--- src/sv/bhe_pkg.sv ---
// bhe_pkg: shared types and constants for the binary heap engine
// no dependencies
package bhe_pkg;

    localparam int DEPTH_DEFAULT = 16;
    localparam int VALUE_W = 32;
    localparam int FUNC_W = 3;
    localparam int STATUS_W = 2;
    localparam int FILL_W = 5;

    localparam logic [FUNC_W-1:0] FN_APPEND = 3'd0;
    localparam logic [FUNC_W-1:0] FN_INSERT = 3'd1;
    localparam logic [FUNC_W-1:0] FN_XMIN   = 3'd2;
    localparam logic [FUNC_W-1:0] FN_XMAX   = 3'd3;
    localparam logic [FUNC_W-1:0] FN_BMIN   = 3'd4;
    localparam logic [FUNC_W-1:0] FN_BMAX   = 3'd5;

    localparam logic [STATUS_W-1:0] ST_DONE  = 2'd0;
    localparam logic [STATUS_W-1:0] ST_FULL  = 2'd1;
    localparam logic [STATUS_W-1:0] ST_EMPTY = 2'd2;

    typedef struct packed {
        logic [FUNC_W-1:0]        func;
        logic signed [VALUE_W-1:0] value;
    } bhe_in_t;

    typedef struct packed {
        logic signed [VALUE_W-1:0] top_value;
        logic [STATUS_W-1:0]       status;
        logic [FILL_W-1:0]         fill_count;
    } bhe_out_t;

endpackage

--- src/sv/binary_heap_engine.sv ---
// binary_heap_engine: array heap with append, insert, extract and build operations
// depends on bhe_pkg
//
// channel  | dir | payload   | handshake
// in       | in  | bhe_in_t  | in_valid / in_stall
// out      | out | bhe_out_t | out_valid / out_stall
//
// one item at a time; the heap memory has one read per cycle and its data is registered
// append, reject, no-op or build on fewer than two entries: straight from S_IDLE to S_OUT
// insert: S_URD and S_UCMP per level climbed; extract: S_DLAST, then a sift-down
// build: a load, a sift-down and a write-back per internal node
// reset clears the count and the control only; the memory is not cleared
// in_stall is high while an item is in progress; a stalled result holds the engine in S_OUT
module binary_heap_engine #(
    parameter int DEPTH = bhe_pkg::DEPTH_DEFAULT
) (
    input  logic             clk,
    input  logic             rst_n,
    input  logic             in_valid,
    output logic             in_stall,
    input  bhe_pkg::bhe_in_t in_data,
    output logic             out_valid,
    input  logic             out_stall,
    output bhe_pkg::bhe_out_t out_data
);
    import bhe_pkg::*;

    localparam int AW = (DEPTH > 1) ? $clog2(DEPTH) : 1;
    localparam int CW = $clog2(DEPTH + 1);
    localparam int PW = AW + 2;

    typedef enum logic [10:0] {
        S_IDLE  = 11'b00000000001,
        S_URD   = 11'b00000000010,
        S_UCMP  = 11'b00000000100,
        S_DLAST = 11'b00000001000,
        S_DLOAD = 11'b00000010000,
        S_DPOS  = 11'b00000100000,
        S_DLEFT = 11'b00001000000,
        S_DRGT  = 11'b00010000000,
        S_DEND  = 11'b00100000000,
        S_DSWP  = 11'b01000000000,
        S_OUT   = 11'b10000000000
    } state_t;

    state_t state_reg, state_next;
    logic signed [VALUE_W-1:0] mem [DEPTH];
    logic signed [VALUE_W-1:0] rd_reg;
    logic [AW-1:0] rd_addr;
    logic we;
    logic [AW-1:0] wr_addr;
    logic signed [VALUE_W-1:0] wr_data;

    logic [CW-1:0] cnt_reg, cnt_next;
    logic [CW-1:0] n_reg, n_next;
    logic [PW-1:0] pos_reg, pos_next;
    logic [PW-1:0] child_reg, child_next;
    logic [PW-1:0] bi_reg, bi_next;
    logic is_max_reg, is_max_next;
    logic tie_r_reg, tie_r_next;
    logic build_reg, build_next;
    logic signed [VALUE_W-1:0] val_reg, val_next;
    logic signed [VALUE_W-1:0] pv_reg, pv_next;
    logic signed [VALUE_W-1:0] cv_reg, cv_next;
    logic signed [VALUE_W-1:0] top_reg, top_next;
    logic [STATUS_W-1:0] st_reg, st_next;
    logic out_valid_reg, out_valid_next;
    bhe_out_t out_reg, out_next;

    logic [PW-1:0] parent;
    logic [PW-1:0] rgt;
    logic [PW-1:0] b_start;
    logic [PW-1:0] bi_dec;
    logic take_r, move;

    always_ff @(posedge clk)
    begin
        if (we)
        begin
            mem[wr_addr] <= wr_data;
        end
        rd_reg <= mem[rd_addr];
    end

    assign parent = (pos_reg - PW'(1)) >> 1;
    assign rgt = child_reg + PW'(1);
    assign b_start = PW'((cnt_reg - CW'(2)) >> 1);
    assign bi_dec = bi_reg - PW'(1);
    assign take_r = (is_max_reg ? (rd_reg > cv_reg) : (rd_reg < cv_reg))
                    || (tie_r_reg && rd_reg == cv_reg);
    assign move = is_max_reg ? (cv_reg > pv_reg) : (cv_reg < pv_reg);

    always_comb
    begin
        state_next = state_reg;
        cnt_next = cnt_reg;
        n_next = n_reg;
        pos_next = pos_reg;
        child_next = child_reg;
        bi_next = bi_reg;
        is_max_next = is_max_reg;
        tie_r_next = tie_r_reg;
        build_next = build_reg;
        val_next = val_reg;
        pv_next = pv_reg;
        cv_next = cv_reg;
        top_next = top_reg;
        st_next = st_reg;
        out_valid_next = out_valid_reg;
        out_next = out_reg;
        rd_addr = '0;
        we = 1'b0;
        wr_addr = '0;
        wr_data = val_reg;
        if (out_valid_reg && !out_stall)
        begin
            out_valid_next = 1'b0;
        end
        case (state_reg)
            S_IDLE:
            begin
                if (in_valid)
                begin
                    val_next = in_data.value;
                    top_next = '0;
                    st_next = ST_DONE;
                    build_next = 1'b0;
                    state_next = S_OUT;
                    case (in_data.func)
                        FN_APPEND, FN_INSERT:
                        begin
                            if (cnt_reg >= CW'(DEPTH))
                            begin
                                st_next = ST_FULL;
                            end
                            else if (in_data.func == FN_APPEND)
                            begin
                                we = 1'b1;
                                wr_addr = cnt_reg[AW-1:0];
                                wr_data = in_data.value;
                                cnt_next = cnt_reg + CW'(1);
                            end
                            else
                            begin
                                pos_next = PW'(cnt_reg);
                                cnt_next = cnt_reg + CW'(1);
                                state_next = S_URD;
                            end
                        end
                        FN_XMIN, FN_XMAX:
                        begin
                            if (cnt_reg == '0)
                            begin
                                st_next = ST_EMPTY;
                            end
                            else
                            begin
                                // root is read at the accepting edge
                                is_max_next = (in_data.func == FN_XMAX);
                                tie_r_next = 1'b0;
                                cnt_next = cnt_reg - CW'(1);
                                n_next = cnt_reg - CW'(1);
                                state_next = S_DLAST;
                            end
                        end
                        FN_BMIN, FN_BMAX:
                        begin
                            if (cnt_reg >= CW'(2))
                            begin
                                is_max_next = (in_data.func == FN_BMAX);
                                tie_r_next = (in_data.func == FN_BMIN);
                                build_next = 1'b1;
                                n_next = cnt_reg;
                                bi_next = b_start;
                                pos_next = b_start;
                                child_next = b_start * PW'(2) + PW'(1);
                                rd_addr = b_start[AW-1:0];
                                state_next = S_DLOAD;
                            end
                        end
                        default:
                        begin
                        end
                    endcase
                end
            end
            // sift up: read parent, or write the value into the root
            S_URD:
            begin
                if (pos_reg == '0)
                begin
                    we = 1'b1;
                    wr_addr = AW'(0);
                    state_next = S_OUT;
                end
                else
                begin
                    rd_addr = parent[AW-1:0];
                    state_next = S_UCMP;
                end
            end
            S_UCMP:
            begin
                we = 1'b1;
                wr_addr = pos_reg[AW-1:0];
                if (rd_reg > val_reg)
                begin
                    wr_data = rd_reg;
                    pos_next = parent;
                    state_next = S_URD;
                end
                else
                begin
                    state_next = S_OUT;
                end
            end
            S_DLAST:
            begin
                top_next = rd_reg;
                rd_addr = n_reg[AW-1:0];
                pos_next = '0;
                child_next = PW'(1);
                state_next = S_DLOAD;
            end
            // sifted element comes in from the registered read
            S_DLOAD:
            begin
                pv_next = rd_reg;
                state_next = S_DPOS;
            end
            S_DPOS:
            begin
                if (child_reg >= PW'(n_reg))
                begin
                    state_next = S_DEND;
                end
                else
                begin
                    rd_addr = child_reg[AW-1:0];
                    state_next = S_DLEFT;
                end
            end
            S_DLEFT:
            begin
                cv_next = rd_reg;
                if (rgt < PW'(n_reg))
                begin
                    rd_addr = rgt[AW-1:0];
                    state_next = S_DRGT;
                end
                else
                begin
                    state_next = S_DSWP;
                end
            end
            S_DRGT:
            begin
                if (take_r)
                begin
                    child_next = rgt;
                    cv_next = rd_reg;
                end
                state_next = S_DSWP;
            end
            S_DSWP:
            begin
                if (move)
                begin
                    we = 1'b1;
                    wr_addr = pos_reg[AW-1:0];
                    wr_data = cv_reg;
                    pos_next = child_reg;
                    child_next = child_reg * PW'(2) + PW'(1);
                    state_next = S_DPOS;
                end
                else
                begin
                    state_next = S_DEND;
                end
            end
            // sifted element lands in its slot, then the next build node or the result
            S_DEND:
            begin
                we = 1'b1;
                wr_addr = pos_reg[AW-1:0];
                wr_data = pv_reg;
                if (build_reg && bi_reg != '0)
                begin
                    bi_next = bi_dec;
                    pos_next = bi_dec;
                    child_next = bi_dec * PW'(2) + PW'(1);
                    rd_addr = bi_dec[AW-1:0];
                    state_next = S_DLOAD;
                end
                else
                begin
                    state_next = S_OUT;
                end
            end
            S_OUT:
            begin
                if (!out_valid_reg || !out_stall)
                begin
                    out_valid_next = 1'b1;
                    out_next.top_value = top_reg;
                    out_next.status = st_reg;
                    out_next.fill_count = FILL_W'(cnt_reg);
                    state_next = S_IDLE;
                end
            end
            default:
            begin
                state_next = S_IDLE;
            end
        endcase
    end

    always_ff @(posedge clk or negedge rst_n)
    begin
        if (!rst_n)
        begin
            state_reg <= S_IDLE;
            cnt_reg <= '0;
            out_valid_reg <= 1'b0;
        end
        else
        begin
            state_reg <= state_next;
            cnt_reg <= cnt_next;
            out_valid_reg <= out_valid_next;
        end
    end

    always_ff @(posedge clk)
    begin
        n_reg <= n_next;
        pos_reg <= pos_next;
        child_reg <= child_next;
        bi_reg <= bi_next;
        is_max_reg <= is_max_next;
        tie_r_reg <= tie_r_next;
        build_reg <= build_next;
        val_reg <= val_next;
        pv_reg <= pv_next;
        cv_reg <= cv_next;
        top_reg <= top_next;
        st_reg <= st_next;
        out_reg <= out_next;
    end

    assign in_stall = (state_reg != S_IDLE);
    assign out_valid = out_valid_reg;
    assign out_data = out_reg;

    a_cnt_range: assert property (@(posedge clk) disable iff (!rst_n)
        cnt_reg <= CW'(DEPTH)) else $error("count above depth");
    a_one_item: assert property (@(posedge clk) disable iff (!rst_n)
        (state_reg == S_IDLE && in_valid) |=> state_reg != S_IDLE)
        else $error("item not taken");
    a_out_hold: assert property (@(posedge clk) disable iff (!rst_n)
        (out_valid && out_stall) |=> out_valid) else $error("result dropped");
    a_fill_rej: assert property (@(posedge clk) disable iff (!rst_n)
        (out_valid && out_data.status == ST_FULL) |-> out_data.fill_count == FILL_W'(DEPTH))
        else $error("full reject with room");
endmodule

--- config.mk ---
export PLATFORM = sky130hd
export DESIGN_NAME = binary_heap_engine
export DESIGN_NICKNAME = d
export VERILOG_FILES = /design/src/sv/bhe_pkg.sv /design/src/sv/binary_heap_engine.sv
export SDC_FILE = /design/constraint.sdc
export NUM_CORES = 1
export LEC_CHECK = 0
export BUFFER_PORTS_ARGS = -buffer_cell sky130_fd_sc_hd__buf_2
export CAP_MARGIN = 5
export CORE_AREA = 5 5 242 244
export CTS_CLUSTER_SIZE = 24
export DETAILED_ROUTE_END_ITERATION = 6
export DIE_AREA = 0 0 247 249
export PLACE_DENSITY = 0.76
export SLEW_MARGIN = 40
export SYNTH_ARGS = -nofsm -noshare
export SYNTH_HDL_FRONTEND = slang
export SYNTH_SLANG_ARGS = --single-unit
--- constraint.sdc ---
create_clock -name clk -period 6.6 [get_ports clk]
set_clock_uncertainty 0.2 [all_clocks]
set_input_delay 1.32 -clock clk [delete_from_list [all_inputs] [get_ports clk]]
set_output_delay 1.32 -clock clk [all_outputs]
set_load 0.02 [all_outputs]
======== Word-level counts from Yosys, hierarchy flattened ========
Memory sizes are Yosys's and may differ from the RTL's. A register that Yosys moved wholly into a read port is not among the register bits.
Cells that the tools add are included.
Widths: inputs -> output; s select.
storage, ports and cells
  register bits after elaboration ......... 212
  bits in writable memories ............... 512
  word-level logic and storage cells ...... 189
  bits of input ports ..................... 39
  output and inout bits ................... 41
  memories ................................ 1
memories
  memory  words  width  read ports  clocked after Yosys merged registers in  write ports  line                      RTL
  mem     16     32     1           1                                        1            binary_heap_engine.sv:47  logic signed [VALUE_W-1:0] mem [DEPTH];
operators by class
  $add $sub $neg .......................... 9
  reduce and logical (&&, ||, !) cells .... 32
  eq/ne operators ......................... 33
  $lt $le $gt $ge ......................... 9
  mux-type cells .......................... 87
operators by type and width
  operator             number
  $mux 32              8
  $pmux 32 s2          2
  $pmux 32 s4          1
  $pmux 11 s11         1
  $mux 11              9
  $gt 32x32->1         3
  $mux 6               15
  $lt 32x32->1         2
  $pmux 6 s5           2
  $mux 4               12
  $pmux 11 s3          1
  $eq 32x32->1         1
  $add 6x1->6 const B  4
  $pmux 4 s6           1
  $pmux 6 s2           2
  $ne 2x2->1 const B   10
  $pmux 5 s2           2
  $mux 1               19
  $mux 9               2
  $mux 5               3
  $reduce_and 5->1     3
  $pmux 4 s3           1
  $sub 6x1->6 const B  2
  $eq 11x1->1 const B  1
  other kinds (42)     63

======== Logic depth before layout (Yosys ltp) ========
  word-level depth ........................ 8
  gate-level depth with buffers ........... 16
  depth with buffers taken out ............ 13

======== Least setup slack after synthesis ========
Ideal clock, no wire load.
  path type ............................... input to register
  from .................................... in in_data[33] in the netlist's numbering
  to ...................................... mem mem[11][0] (enable)
  slack ................................... 1972 ps
  buffers on the path ..................... 1
  cell stages on the path ................. 7
  arrival time ............................ 4003 ps
  setup time .............................. 425 ps
  required time ........................... 5975 ps
  cell sequence ........................... clkbuf_1 -> nor3_1 -> nand3b_1 -> nor2_1 -> nand2_1 -> o32ai_1 -> nor2b_1
on the way
  cells in the longest elaborated chain, start to end .. 8
  elaborated cells between the ends (all ways) .. 15
  classes of those cells .................. eq/ne: 1; mux: 12; reduce/logical: 2
RTL lines
  what                          line                                                  RTL
  start, declared               binary_heap_engine.sv:21                              input bhe_pkg::bhe_in_t in_data,
  $logic_not 3->1               binary_heap_engine.sv:129, binary_heap_engine.sv:136
  $mux 1                        binary_heap_engine.sv:136                             else if (in_data.func == FN_APPEND)
  $mux 1                        binary_heap_engine.sv:132                             if (cnt_reg >= CW'(DEPTH))
  $mux 1                        binary_heap_engine.sv:129                             case (in_data.func)
  $mux 1                        binary_heap_engine.sv:122                             if (in_valid)
  $pmux 1 s4                    binary_heap_engine.sv:119                             case (state_reg)
  $mux 1                        binary_heap_engine.sv:78                              if (we)
  $mux 1 (implied by the code)  binary_heap_engine.sv:80                              mem[wr_addr] <= wr_data;
  end, declared                 binary_heap_engine.sv:47
Parallel ways exist; a longest one is shown, timed or not.

======== Worst setup path in the final report ========
  from .................................... reg cv_reg[13]
  to ...................................... mem mem[11][9] (enable)
on the way
  cells in the longest elaborated chain, start to end .. 6
  elaborated cells between the ends (all ways) .. 9
  classes of those cells .................. order compare: 2; mux: 7
RTL lines
  what                                                 line                       RTL
  start, declared                                      binary_heap_engine.sv:64   logic signed [VALUE_W-1:0] cv_reg, cv_next;
  start signal, assigned                               binary_heap_engine.sv:345  cv_reg <= cv_next;
  $lt 32x32->1 / $gt 32x32->1 (equally long branches)  binary_heap_engine.sv:91   assign move = is_max_reg ? (cv_reg > pv_reg) : (cv_reg < pv_reg);
  $mux 1 (*)                                           binary_heap_engine.sv:91
  $mux 1                                               binary_heap_engine.sv:267  if (move)
  $pmux 1 s4                                           binary_heap_engine.sv:119
  $mux 1                                               binary_heap_engine.sv:78
  $mux 1 (implied by the code)                         binary_heap_engine.sv:80
Every way passes the cells marked *; elsewhere a longest branch is shown, timed or not.

==> impl_results.md <==
- Layout area overhead: 13.9%
- Global placement routability congestion: 0.944
- Worst vdd ir: between 0.2 and 0.25 mV
- Fin. Hold Viols: 0
- Vias/cell: between 6 and 7
- Pin count of the biggest net entering global routing: ~110
- Detailed Routing Iterations Pass 1: 5
- Yosys top cell area share: between 60% and 70%
- Post-Route Utilization: between 60% and 70%
- Leakage: around 13 nW
- RSZ-0062 raised after global routing: false
- Max reg flops: between 500 and 600
- Area leader, netlist: edfxtp_1
- Power Density: between 400 and 500 nW/um2
- Setup TNS: 0 ps
- Number of flops mapped to enable cells by yosys: ~700
- Worst relative slew slack: between 40% and 50%
- Aggregate global-route resource usage: about a quarter
- Crit path capture type: flop
- Netlist Area Pre-Place: 33300 um2
- I/O pin count: 80
- Row count: 87
- Layout cells sized above 1: 15.5%
- Detailed-route via count: around 20000
- Die Ht: 249 um
- Core box area: about 56000 um2
- CTS Sinks: 756
- Cell count after synthesis: roughly 2300
- Worst-Margin Slew: 876 ps
- Latest clock arrival within the worst-skew pair: about 600 ps
- Hold buffer count at cts: 0
- Fin crit share: between 80% and 90%
- Synth warnings: 0
- Crit-path most repeated cell: a21o_1
- Deepest clock path buffer count: 3
- Initial antenna violation count: 1
- Cell variety after synth: 76
- Post-synth top flop: edfxtp_1
- Status: finished, final reports clean
- Tmin final: 5280 ps
- Worst Path Arrival: about 5400 ps
- Crit Path Max Fanout: 19
- Worst EP required: between 6000 and 7000 ps
- Setup violators final: 0
- Fin nets: between 2000 and 3000
- Post-CTS Resized: 0
- Max Clk Rate: roughly 190 MHz
- Syn_nets: between 2000 and 2500
- Slew Limit Fails: 0
- Post CTS Setup Buffer Count: 0
- Buffers added on ports: 79
- Seq cells post-synth: between 700 and 800
- Max Cap Viol: 0
- CP delay by family, top: compound AO/OA/AOI/OAI gates
- Total CTS buffers: 77
- Total power: 0.0157 W
- Initial Util: 59.3%
- Clock root buffer: clkbuf_16
- WHS: 217 ps
- Syn_area_per_cell: about 14 um2
- # DRC: 0
- CP cell instances: ha_1 > a21o_1 > a21o_1 > a2111oi_1 > a31oi_1 > a211oi_1 > nor2_2 > and2_1 > o32ai_1 > nor2b_4 > buf_4
- Clk slew on worst S/H paths: 60 ps
- Critical path type: flop to flop
- Chip width: around 250 um
- Fillers: 3815
- Slowest CP cell: a2111oi_1
- Overflow left after global routing: 0
- Die ar.: between 60000 and 70000 um2
- Top reg by flops: mem
- Detailed placer's ending HPWL: between 50 and 60 mm
- TritonCTS clock tree: done
- Avg WL per Cell: roughly 25 um
- Startpoint Class: flop
- Hold Path Class: flop to flop
- Wire length of the first global-routing pass: approximately 120 mm
- Max incr delay on CP: between 700 and 800 ps
- DRT iter0 DRCs: 2020
- WL final: a little over 80 mm
- Sequential-to-total area share from yosys stat: between 60% and 70%
- CP bufs+invs: 1
- Synth top area cells: edfxtp_1 (64%), mux2i_1 (8.1%), ha_1 (4.4%), a21oi_1 (2.2%), mux2_2 (2.1%)
- H-tree levels: 3
- Vias in the first global route: between 20000 and 25000
- Asr flop ratio synth: under 10%
- Antenna-violating nets left: 0
[routing by layer]
layer / share of wire (%) / track usage [%] / vias to the layer above
li1: - / - / 9156
met5: 0 / 0 / -
met4: 2.5 / 7.14 / 0
met3: 9.4 / 5.45 / 145
met2: 46 / 39.7 / 1001
met1: 42 / 38.1 / 10200
[final cells by class]
class / count / area [um2] / area share (%)
Antenna cell: 1 / 2.50 / 0.00661
Clock buffer: 98 / 2100 / 5.54
Clock inverter: 43 / 627 / 1.65
Inverter: 122 / 458 / 1.21
Multi-Input combinational cell: 1356 / 10200 / 27.0
Sequential cell: 756 / 22300 / 58.9
Tap cell: 756 / 946 / 2.50
Timing Repair Buffer: 162 / 1210 / 3.20
[per-stage QoR]
| step | std cells | setup slack [ps] | instance area (um2) |
|---|---|---|---|
| finish | 3294 | 1320 | 37900 |
| global route | 3294 | 1090 | 37900 |
| CTS | 3293 | 1370 | 37900 |
| detailed placement | 3152 | 1230 | 35100 |
| global placement | 3140 | 1330 | 34900 |
| floorplan | 2335 | 1970 | 33300 |
[where the power goes]
group / switching [W] / internal, W
logic: 0.00274 / 0.00126
clock network: 0.00180 / 0.00285
registers: 0.000454 / 0.00661
[layout by cell type (no fill, tap or decap), types with 13 or more instances in the layout]
| cell | synthesis | layout |
|---|---|---|
| nor2b_1 | 17 | 13 |
| a22oi_1 | 32 | 32 |
| nor2_1 | 99 | 82 |
| bufinv_16 | 0 | 15 |
| ha_1 | 118 | 118 |
| inv_1 | 121 | 121 |
| nor2_4 | 0 | 15 |
| nand3_1 | 56 | 56 |
| a21o_1 | 23 | 23 |
| nand2_1 | 147 | 147 |
| nor3_1 | 23 | 22 |
| a211o_1 | 33 | 33 |
| o21ai_0 | 66 | 65 |
| buf_4 | 14 | 67 |
| dfrtp_1 | 16 | 16 |
| mux2i_1 | 269 | 269 |
| clkbuf_16 | 0 | 78 |
| mux2_2 | 61 | 61 |
| nand4_1 | 21 | 21 |
| buf_2 | 13 | 80 |
| a21oi_1 | 147 | 146 |
| clkbuf_1 | 59 | 13 |
| dfxtp_1 | 32 | 32 |
| xnor2_1 | 19 | 19 |
| edfxtp_1 | 707 | 707 |
| o211ai_1 | 34 | 34 |
| o21ai_1 | 32 | 28 |
| and2_1 | 37 | 37 |
[logic make-up (layout without fill, tap and decap cells)]
kind of cell	Yosys count	count (layout)	share of synthesized area, %
and+or+nand+nor	457	457	6.65
muxes	330	330	10.2
DFF	756	756	67.0
AOI/OAI and AO/OA	428	428	8.09
other	0	1	0
xor gates and xnor gates	23	23	0.606
adders and majority gates	118	118	4.44
buffers and inverters	223	425	3.01
[synth_stat cells (12+ instances only)]
master and number:
mux2_2 61, nor3_1 23, a211o_1 33, ha_1 118, mux2i_1 269, edfxtp_1 707, dfxtp_1 32, nand2b_1 12
a21oi_1 147, o21ai_0 66, nand4_1 21, nand2_1 147, nand3_1 56, nor2b_1 17, inv_1 121, buf_4 14
dfrtp_1 16, nor2_1 99, and2_1 37, xnor2_1 19, a21o_1 23, o211ai_1 34, o21ai_1 32, a22oi_1 32
clkbuf_1 59, buf_6 12, buf_2 13
[worst paths after layout]
check,depth (start not counted),start,slack (ps),end
min in group asynchronous,1,rst_n,440,out_valid
max,11,cv_reg[13],1320,mem[11][9]
max reg2reg,11,cv_reg[13],1320,mem[11][9]
min,0,top_reg[3],220,out_data[10]
min reg2reg,0,top_reg[3],220,out_data[10]
max in group asynchronous,1,rst_n,5440,state_reg[0]
(Power assumes the default switching activity.)
